**src/rtl/core/edlc_pkg.sv**
```systemverilog
package edlc_pkg;

    localparam int TAPE_DEPTH = 1024;
    localparam int NUM_VARS   = 64;

    localparam int IDX_W  = $clog2(TAPE_DEPTH);
    localparam int CNT_W  = IDX_W + 1;
    localparam int OP_W   = 4;
    localparam int VAR_W  = 6;
    localparam int VI_W   = (NUM_VARS > 1) ? $clog2(NUM_VARS) : 1;
    localparam int TAPE_W = OP_W + 2 * IDX_W;

    localparam logic [OP_W-1:0] OP_CONST = 4'd0;
    localparam logic [OP_W-1:0] OP_VAR   = 4'd1;
    localparam logic [OP_W-1:0] OP_ADD   = 4'd2;
    localparam logic [OP_W-1:0] OP_SUB   = 4'd3;
    localparam logic [OP_W-1:0] OP_MUL   = 4'd4;
    localparam logic [OP_W-1:0] OP_DIV   = 4'd5;
    localparam logic [OP_W-1:0] OP_NEG   = 4'd6;

    localparam logic [1:0] ST_OK       = 2'd0;
    localparam logic [1:0] ST_FULL     = 2'd1;
    localparam logic [1:0] ST_BAD_OPND = 2'd2;
    localparam logic [1:0] ST_BAD_ROOT = 2'd3;

    localparam logic MODE_APPEND = 1'b0;
    localparam logic MODE_QUERY  = 1'b1;

    typedef enum logic [2:0] {
        OUT_APPEND = 3'd0,
        OUT_ABSENT = 3'd1,
        OUT_RANGE  = 3'd2,
        OUT_VAR    = 3'd3,
        OUT_NOVAR  = 3'd4
    } t_out_sel;

    typedef struct packed {
        logic     capture;
        logic     app_write;
        logic     idx_zero;
        logic     idx_inc;
        logic     idx_dec;
        logic     live_clr;
        logic     live_wr_left;
        logic     live_wr_right;
        logic     fl_sel_right;
        logic     latch_fl_left;
        logic     flag_wr;
        logic     used_clear;
        logic     vi_clear;
        logic     vi_inc;
        logic     out_load;
        t_out_sel out_sel;
    } t_cmd;

    typedef struct packed {
        logic mode;
        logic present;
        logic app_ok;
        logic root_bad;
        logic idx_is_zero;
        logic idx_is_root;
        logic used_empty;
        logic vi_bit;
        logic rest_zero;
        logic out_busy;
    } t_stat;

    function automatic logic [1:0] op_nargs(input logic [OP_W-1:0] op);
        if (op <= OP_VAR) begin
            return 2'd0;
        end else if (op <= OP_DIV) begin
            return 2'd2;
        end
        return 2'd1;
    endfunction

endpackage

```
**src/rtl/core/edlc_ctrl.sv**
```systemverilog
module edlc_ctrl
    import edlc_pkg::*;
(
    input  logic  i_clk,
    input  logic  i_rst_n,
    input  logic  i_in_valid,
    output logic  o_in_ready,
    input  t_stat i_stat,
    output t_cmd  o_cmd
);
    typedef enum logic [11:0] {
        S_IDLE = 12'b0000_0000_0001,
        S_APP  = 12'b0000_0000_0010,
        S_QRY  = 12'b0000_0000_0100,
        S_CLR  = 12'b0000_0000_1000,
        S_BRD  = 12'b0000_0001_0000,
        S_BWL  = 12'b0000_0010_0000,
        S_BWR  = 12'b0000_0100_0000,
        S_FRD  = 12'b0000_1000_0000,
        S_FRL  = 12'b0001_0000_0000,
        S_FRR  = 12'b0010_0000_0000,
        S_FWR  = 12'b0100_0000_0000,
        S_EMIT = 12'b1000_0000_0000
    } t_state;

    t_state r_state;
    t_state n_state;

    assign o_in_ready = (r_state == S_IDLE);

    always_comb begin
        n_state = r_state;
        o_cmd   = '0;
        o_cmd.out_sel = OUT_APPEND;
        case (r_state)
            S_IDLE: begin
                if (i_in_valid) begin
                    o_cmd.capture = 1'b1;
                    n_state = S_APP;
                end
            end
            S_APP: begin
                // mode is registered at capture and is known in this state
                if (i_stat.mode == MODE_QUERY) begin
                    n_state = S_QRY;
                end else if (!i_stat.out_busy) begin
                    o_cmd.out_load  = 1'b1;
                    o_cmd.app_write = i_stat.app_ok;
                    n_state = S_IDLE;
                end
            end
            S_QRY: begin
                if (!i_stat.present) begin
                    if (!i_stat.out_busy) begin
                        o_cmd.out_load = 1'b1;
                        o_cmd.out_sel  = OUT_ABSENT;
                        n_state = S_IDLE;
                    end
                end else if (i_stat.root_bad) begin
                    if (!i_stat.out_busy) begin
                        o_cmd.out_load = 1'b1;
                        o_cmd.out_sel  = OUT_RANGE;
                        n_state = S_IDLE;
                    end
                end else begin
                    o_cmd.used_clear = 1'b1;
                    o_cmd.idx_zero   = 1'b1;
                    n_state = S_CLR;
                end
            end
            S_CLR: begin
                o_cmd.live_clr = 1'b1;
                if (i_stat.idx_is_root) begin
                    n_state = S_BRD;
                end else begin
                    o_cmd.idx_inc = 1'b1;
                end
            end
            S_BRD: n_state = S_BWL;
            S_BWL: begin
                o_cmd.live_wr_left = 1'b1;
                n_state = S_BWR;
            end
            S_BWR: begin
                o_cmd.live_wr_right = 1'b1;
                if (i_stat.idx_is_zero) begin
                    n_state = S_FRD;
                end else begin
                    o_cmd.idx_dec = 1'b1;
                    n_state = S_BRD;
                end
            end
            S_FRD: n_state = S_FRL;
            S_FRL: n_state = S_FRR;
            S_FRR: begin
                o_cmd.fl_sel_right  = 1'b1;
                o_cmd.latch_fl_left = 1'b1;
                n_state = S_FWR;
            end
            S_FWR: begin
                o_cmd.flag_wr = 1'b1;
                if (i_stat.idx_is_root) begin
                    o_cmd.vi_clear = 1'b1;
                    n_state = S_EMIT;
                end else begin
                    o_cmd.idx_inc = 1'b1;
                    n_state = S_FRD;
                end
            end
            S_EMIT: begin
                if (i_stat.used_empty) begin
                    if (!i_stat.out_busy) begin
                        o_cmd.out_load = 1'b1;
                        o_cmd.out_sel  = OUT_NOVAR;
                        n_state = S_IDLE;
                    end
                end else if (!i_stat.vi_bit) begin
                    o_cmd.vi_inc = 1'b1;
                end else if (!i_stat.out_busy) begin
                    o_cmd.out_load = 1'b1;
                    o_cmd.out_sel  = OUT_VAR;
                    o_cmd.vi_inc   = 1'b1;
                    if (i_stat.rest_zero) begin
                        n_state = S_IDLE;
                    end
                end
            end
            default: n_state = S_IDLE;
        endcase
    end

    always_ff @(posedge i_clk) begin
        if (!i_rst_n) begin
            r_state <= S_IDLE;
        end else begin
            r_state <= n_state;
        end
    end

    a_load_free: assert property (@(posedge i_clk) disable iff (!i_rst_n)
        o_cmd.out_load |-> !i_stat.out_busy)
        else $error("result loaded over a waiting result");

    a_emit_ends: assert property (@(posedge i_clk) disable iff (!i_rst_n)
        (o_cmd.out_load && (o_cmd.out_sel == OUT_VAR) && i_stat.rest_zero) |=>
        (r_state == S_IDLE))
        else $error("scan continued after final variable");

    a_state_onehot: assert property (@(posedge i_clk) disable iff (!i_rst_n)
        $onehot(r_state))
        else $error("controller state not one-hot");

endmodule

```
**config.mk**
```make
export PLATFORM = sky130hd
export DESIGN_NAME = edlc_ctrl
export DESIGN_NICKNAME = d
export VERILOG_FILES = /design/src/rtl/core/edlc_pkg.sv /design/src/rtl/core/edlc_ctrl.sv
export SDC_FILE = /design/constraint.sdc
export NUM_CORES = 1
export LEC_CHECK = 0
export ABC_AREA = 1
export BUFFER_PORTS_ARGS = -buffer_cell sky130_fd_sc_hd__buf_2
export CAP_MARGIN = 20
export CORE_MARGIN = 2
export CORE_UTILIZATION = 50
export CTS_BUF_LIST = sky130_fd_sc_hd__clkbuf_4
export DETAILED_ROUTE_END_ITERATION = 6
export GPL_ROUTABILITY_DRIVEN = 0
export PLACE_DENSITY = 0.82
export SETUP_SLACK_MARGIN = 0.02
export SYNTH_ARGS = -nofsm -noshare
export SYNTH_HDL_FRONTEND = slang
export SYNTH_SLANG_ARGS = --single-unit
```
**constraint.sdc**
```tcl
create_clock -name i_clk -period 1.4 [get_ports i_clk]
set_input_delay 0.07 -clock i_clk [delete_from_list [all_inputs] [get_ports i_clk]]
set_output_delay 0.07 -clock i_clk [all_outputs]
set_load 0.1 [all_outputs]
```
==> results by group, run 1 <==
Yosys
  – Post-Synthesis Cells: 160
  – Seq/Total Area, Yosys: 24.09%
  – Top_reg_cell synth: dfxtp_1
  – Async S/R FF share, synth: 0%
  – EDFF count, synth: 0
  – Syn_nets: 173
  – Yosys reg bits: 12
  – Yosys warnings: 0
  – Synth Cell Area: 997.2 um2
  – Post-Syn Area per Cell: 6.233 um2
  – Synth unique cells: 25

Clocking
  – CTS resizes: 22
  – Root buf cell: clkbuf_4
  – Clk buf depth: 2
  – Sinks on Clock Net: 12
  – Cts hold-fix bufs: 1
  – CTS Buf Count: 3
  – Postcts setup bufs: 11
  – H-tree levels: 1

Floorplanning
  – Starting Density: 51.89%
  – Die width: 48.66 um
  – # IOs: 32
  – Die H: 48.66 um
  – Site Rows: 16

Status
  – Status: did not finish
  – First error: [ERROR DPL-0038] Utilization greater than 100%, impossible to legalize
  – Halt Stage: clock tree synthesis (4_1_cts)

Placement
  – Dpl cells: 227
  – Input/output buffers: 31
  – Dpl hpwl: 3.328 mm
[cells in the mapped netlist, types with 2 or more instances]
| cell type | number | area, um2 |
|---|---|---|
| nor2_1 | 25 | 93.84 |
| nor2_2 | 5 | 31.28 |
| nand3_2 | 4 | 40.04 |
| o31ai_1 | 2 | 15.01 |
| nand2_4 | 3 | 33.78 |
| nand3_1 | 10 | 50.05 |
| nor2_8 | 2 | 40.04 |
| inv_2 | 2 | 7.510 |
| a21oi_1 | 4 | 20.02 |
| o21ai_0 | 2 | 10.01 |
| nand2_2 | 8 | 50.05 |
| nand2_1 | 35 | 131.4 |
| nor3_1 | 6 | 30.03 |
| buf_4 | 2 | 15.01 |
| dfxtp_1 | 12 | 240.2 |
| inv_1 | 28 | 105.1 |
| nor2_4 | 2 | 22.52 |
[stage by stage]
stage / setup slack, ns / area [um2] / utilization, % / hold WS, ns / setup TNS, ns
after floorplan: -0.3559 / 1276 / - / 0.1387 / -2.377
after global placement: -0.05379 / 1799 / 93.62 / 0.2446 / -0.2193
after detailed placement: -0.1902 / 1799 / 93.62 / 0.2695 / -0.9544
[cell families after synthesis]
group                  Yosys count  synth area share (%)
buffers and inverters           34                 13.68
DFF                             12                 24.09
and+or+nand+nor                103                 54.83
AOI/OAI and AO/OA               11                 7.404
==> run 2: changes to the inputs <==
--- a/config.mk
+++ b/config.mk
@@ -8,13 +8,11 @@
 export ABC_AREA = 1
 export BUFFER_PORTS_ARGS = -buffer_cell sky130_fd_sc_hd__buf_2
 export CAP_MARGIN = 20
-export CORE_MARGIN = 2
-export CORE_UTILIZATION = 50
-export CTS_BUF_LIST = sky130_fd_sc_hd__clkbuf_4
+export CORE_AREA = 2 2 63 65
 export DETAILED_ROUTE_END_ITERATION = 6
+export DIE_AREA = 0 0 65 67
 export GPL_ROUTABILITY_DRIVEN = 0
-export PLACE_DENSITY = 0.82
-export SETUP_SLACK_MARGIN = 0.02
+export PLACE_DENSITY_LB_ADDON = 0.15
 export SYNTH_ARGS = -nofsm -noshare
 export SYNTH_HDL_FRONTEND = slang
 export SYNTH_SLANG_ARGS = --single-unit
==> run 2 against run 1 <==
  * The flow now finishes, with violations (setup timing)
  * Synthesized area unchanged
  * Synthesized cell count unchanged
==> results by group, run 2 <==
Status
  – Status: complete, but fails checks
  – Violated checks: setup timing

Drt
  – WL final: 3.331 mm
  – WL per Instance: 12.03 um
  – Vias: 1215
  – Drt pass-1 iters: 4
  – Drc violations: 0
  – 1st-iter DRT viols: 27
  – Average vias per placed instance: 4.386
  – Remaining antenna violation count after routing: 0

Floorplanning
  – Core area: 3606 um2
  – Die width: 65 um
  – # IOs: 32
  – Site Rows: 22
  – Starting Density: 27.65%
  – Die area: 4355 um2
  – Die H: 67 um

Timing
  – Minimum clock period: 1.669 ns
  – Fin Clk Skew: 0.002225 ns
  – Fmax: 599.2 MHz
  – RSZ-0062 raised after global routing: yes
  – Slew headroom: 73.47%
  – Period utilization: 119.2%
  – Max Slew Vio Count: 0
  – Hold slack: 0.1272 ns
  – Final Hold Viols: 0
  – Worst setup margin: -0.2690 ns
  – Worst-Margin Slew: 0.3975 ns
  – # setup viols final: 24

Yosys
  – Yosys reg bits: 12
  – EDFF count, synth: 0
  – Post-Syn Area per Cell: 6.233 um2
  – Compound-gate portion of the synthesized area: 7.403%
  – Synth top cells by count: nand2_1, inv_1, nor2_1, dfxtp_1, nand3_1
  – Seq/Total Area, Yosys: 24.09%
  – Yosys warnings: 0
  – Largest area contributor in the netlist: dfxtp_1
  – Post-Synthesis Cells: 160
  – Post-synthesis mux area share: 0%
  – Syn_nets: 173
  – Most frequent cell after synthesis: nand2_1
  – Adder-Cell Fraction of Synth Area: 0%
  – Top_reg_cell synth: dfxtp_1
  – Async S/R FF share, synth: 0%
  – Synth area leaders: dfxtp_1, nand2_1, inv_1, nor2_1, nand2_2
  – Synth unique cells: 25
  – Synth Area in Simple Gates: 54.83%
  – Synth Cell Area: 997.2 um2
  – Yosys top cell area share: 24.09%
  – XOR/XNOR Fraction of Synth Area: 0%
  – Largest family of logic cells by synthesized area: simple AND/OR/NAND/NOR gates

Setup path
  – Startpoint Class: flip-flop
  – Setup crit end kind: output pin
  – Crit path max fanout: 6
  – CP cell instances: nor2_4 -> nand2_4 -> nor2_8 -> nand3_4 -> nand3_2 -> a31oi_4 -> nor2_4 -> buf_12
  – R2R Setup Slk: -0.23 ns
  – CP most frequent cell: nor2_4
  – CP required: 1.33 ns
  – Setup CP Type: reg2out
  – Worst path slowest cell: dfxtp_2
  – CP max stage delay: 0.33 ns
  – CP Data Arrival Time: 1.60 ns

Clocking
  – Root buf cell: clkbuf_8
  – CTS tree: built
  – Sinks on Clock Net: 12
  – CTS Buf Count: 3
  – Worst-Skew Late Latency: 0.24 ns
  – H-tree levels: 1
  – Clock slew at reported path FFs: 0.05 ns
  – Clk buf depth: 2

Cells and area
  – Largest registers: r_state x12
  – Area growth, synth to finish: 119.2%
  – N_diodes: 0
  – Design area: 2186 um2
  – Fraction of final layout cells sized beyond drive strength 1: 63.32%
  – Commonest non-fill, non-tap cell in the layout: buf_4
  – Filler cells: 297
  – Max reg flops: 12
  – Most frequent cells in the layout: buf_4, nand2_1, inv_1, buf_12, nor2_1
  – Nets: 243
  – Largest Register: r_state

Placement
  – Dpl hpwl: 2.515 mm
  – Dpl ws: -0.1094 ns
  – Area post-placement: 1867 um2
  – Input/output buffers: 31

Job
  – Number of max-cap violations: 0

Pwr
  – Pwr Total: 0.001909 W
  – Power Density: 873.2 nW/um2
  – Static Leakage: 1.009 nW
  – VDD IR max: 1250 uV

Global routing
  – First-pass GRT wire length: 5.609 mm
  – Total global routing overflow: 0
  – Initial antenna violation count: 0
  – Tot GR Track Use: 16.77%
  – Pin count of the biggest net entering global routing: 12
  – Vias in the first global route: 1307

Min path
  – Hold Path Class: in2reg
run 2: per-layer routing:
layer | track usage [%] | vias up | routed length, um
li1 | - | 633 | -
met1 | 18.26 | 545 | 1385
met2 | 32.09 | 35 | 1752
met3 | 2.534 | 2 | 152
met4 | 6.915 | 0 | 41
met5 | 0 | - | 0
run 2: worst paths after layout:
kind                   start         end  cells after the start
hold / removal     i_stat[5]  r_state[7]                      3
hold reg to reg   r_state[9]  r_state[9]                      3
setup / recovery  r_state[7]    o_cmd[3]                      8
setup reg to reg  r_state[7]  r_state[0]                     10
run 2: cells by family (layout without fill, tap and decap cells):
group	after synthesis	count (layout)
AO/OA/AOI/OAI	11	11
buffers and inverters	34	103
flip-flops	12	12
AND/OR/NAND/NOR	103	103
run 2: final cells by class:
| cell class | count | area (um2) | share of cell area, % |
|---|---|---|---|
| Timing Repair Buffer | 69 | 779.5 | 35.66 |
| Multi-Input combinational cell | 114 | 885.9 | 40.53 |
| Sequential cell | 12 | 252.7 | 11.56 |
| Tap cell | 48 | 60.06 | 2.748 |
| Inverter | 30 | 152.6 | 6.983 |
| Clock buffer | 4 | 55.05 | 2.519 |
run 2: metrics by stage:
| stage | utilization, % | std cells | TNS (ns) |
|---|---|---|---|
| floorplan | - | 160 | -2.377 |
| global route | 60.62 | 277 | -6.664 |
| detailed placement | 51.77 | 255 | -0.4150 |
| CTS | 59.09 | 274 | -4.461 |
| global placement | 51.77 | 255 | -0.2185 |
| finish | 60.62 | 277 | -4.899 |
run 2: critical path, delay by kind of cell, from the launching register on:
family | cells | cell delay [ns]
buffers and inverters | 1 | 0.18
AOI/OAI and AO/OA | 1 | 0.05
DFF | 1 | 0.33
and+or+nand+nor | 6 | 0.79
run 2: power by group:
| group | internal (W) | total, W | switching [W] |
|---|---|---|---|
| Clock | 0.000248 | 0.000376 | 0.000128 |
| Sequential | 0.000370 | 0.000400 | 0.0000305 |
| Combinational | 0.000445 | 0.00113 | 0.000687 |
| Total | 0.00106 | 0.00191 | 0.000845 |
run 2: what timing repair did:
item                                    4_1_cts  5_1_grt
hold endpoints to repair                      1        0
gates resized for setup                      16        8
pin swaps                                    16       10
hold buffers                                  1        0
endpoints found under the setup margin       24       26
setup buffers                                14        3
(Power assumes the default switching activity.)
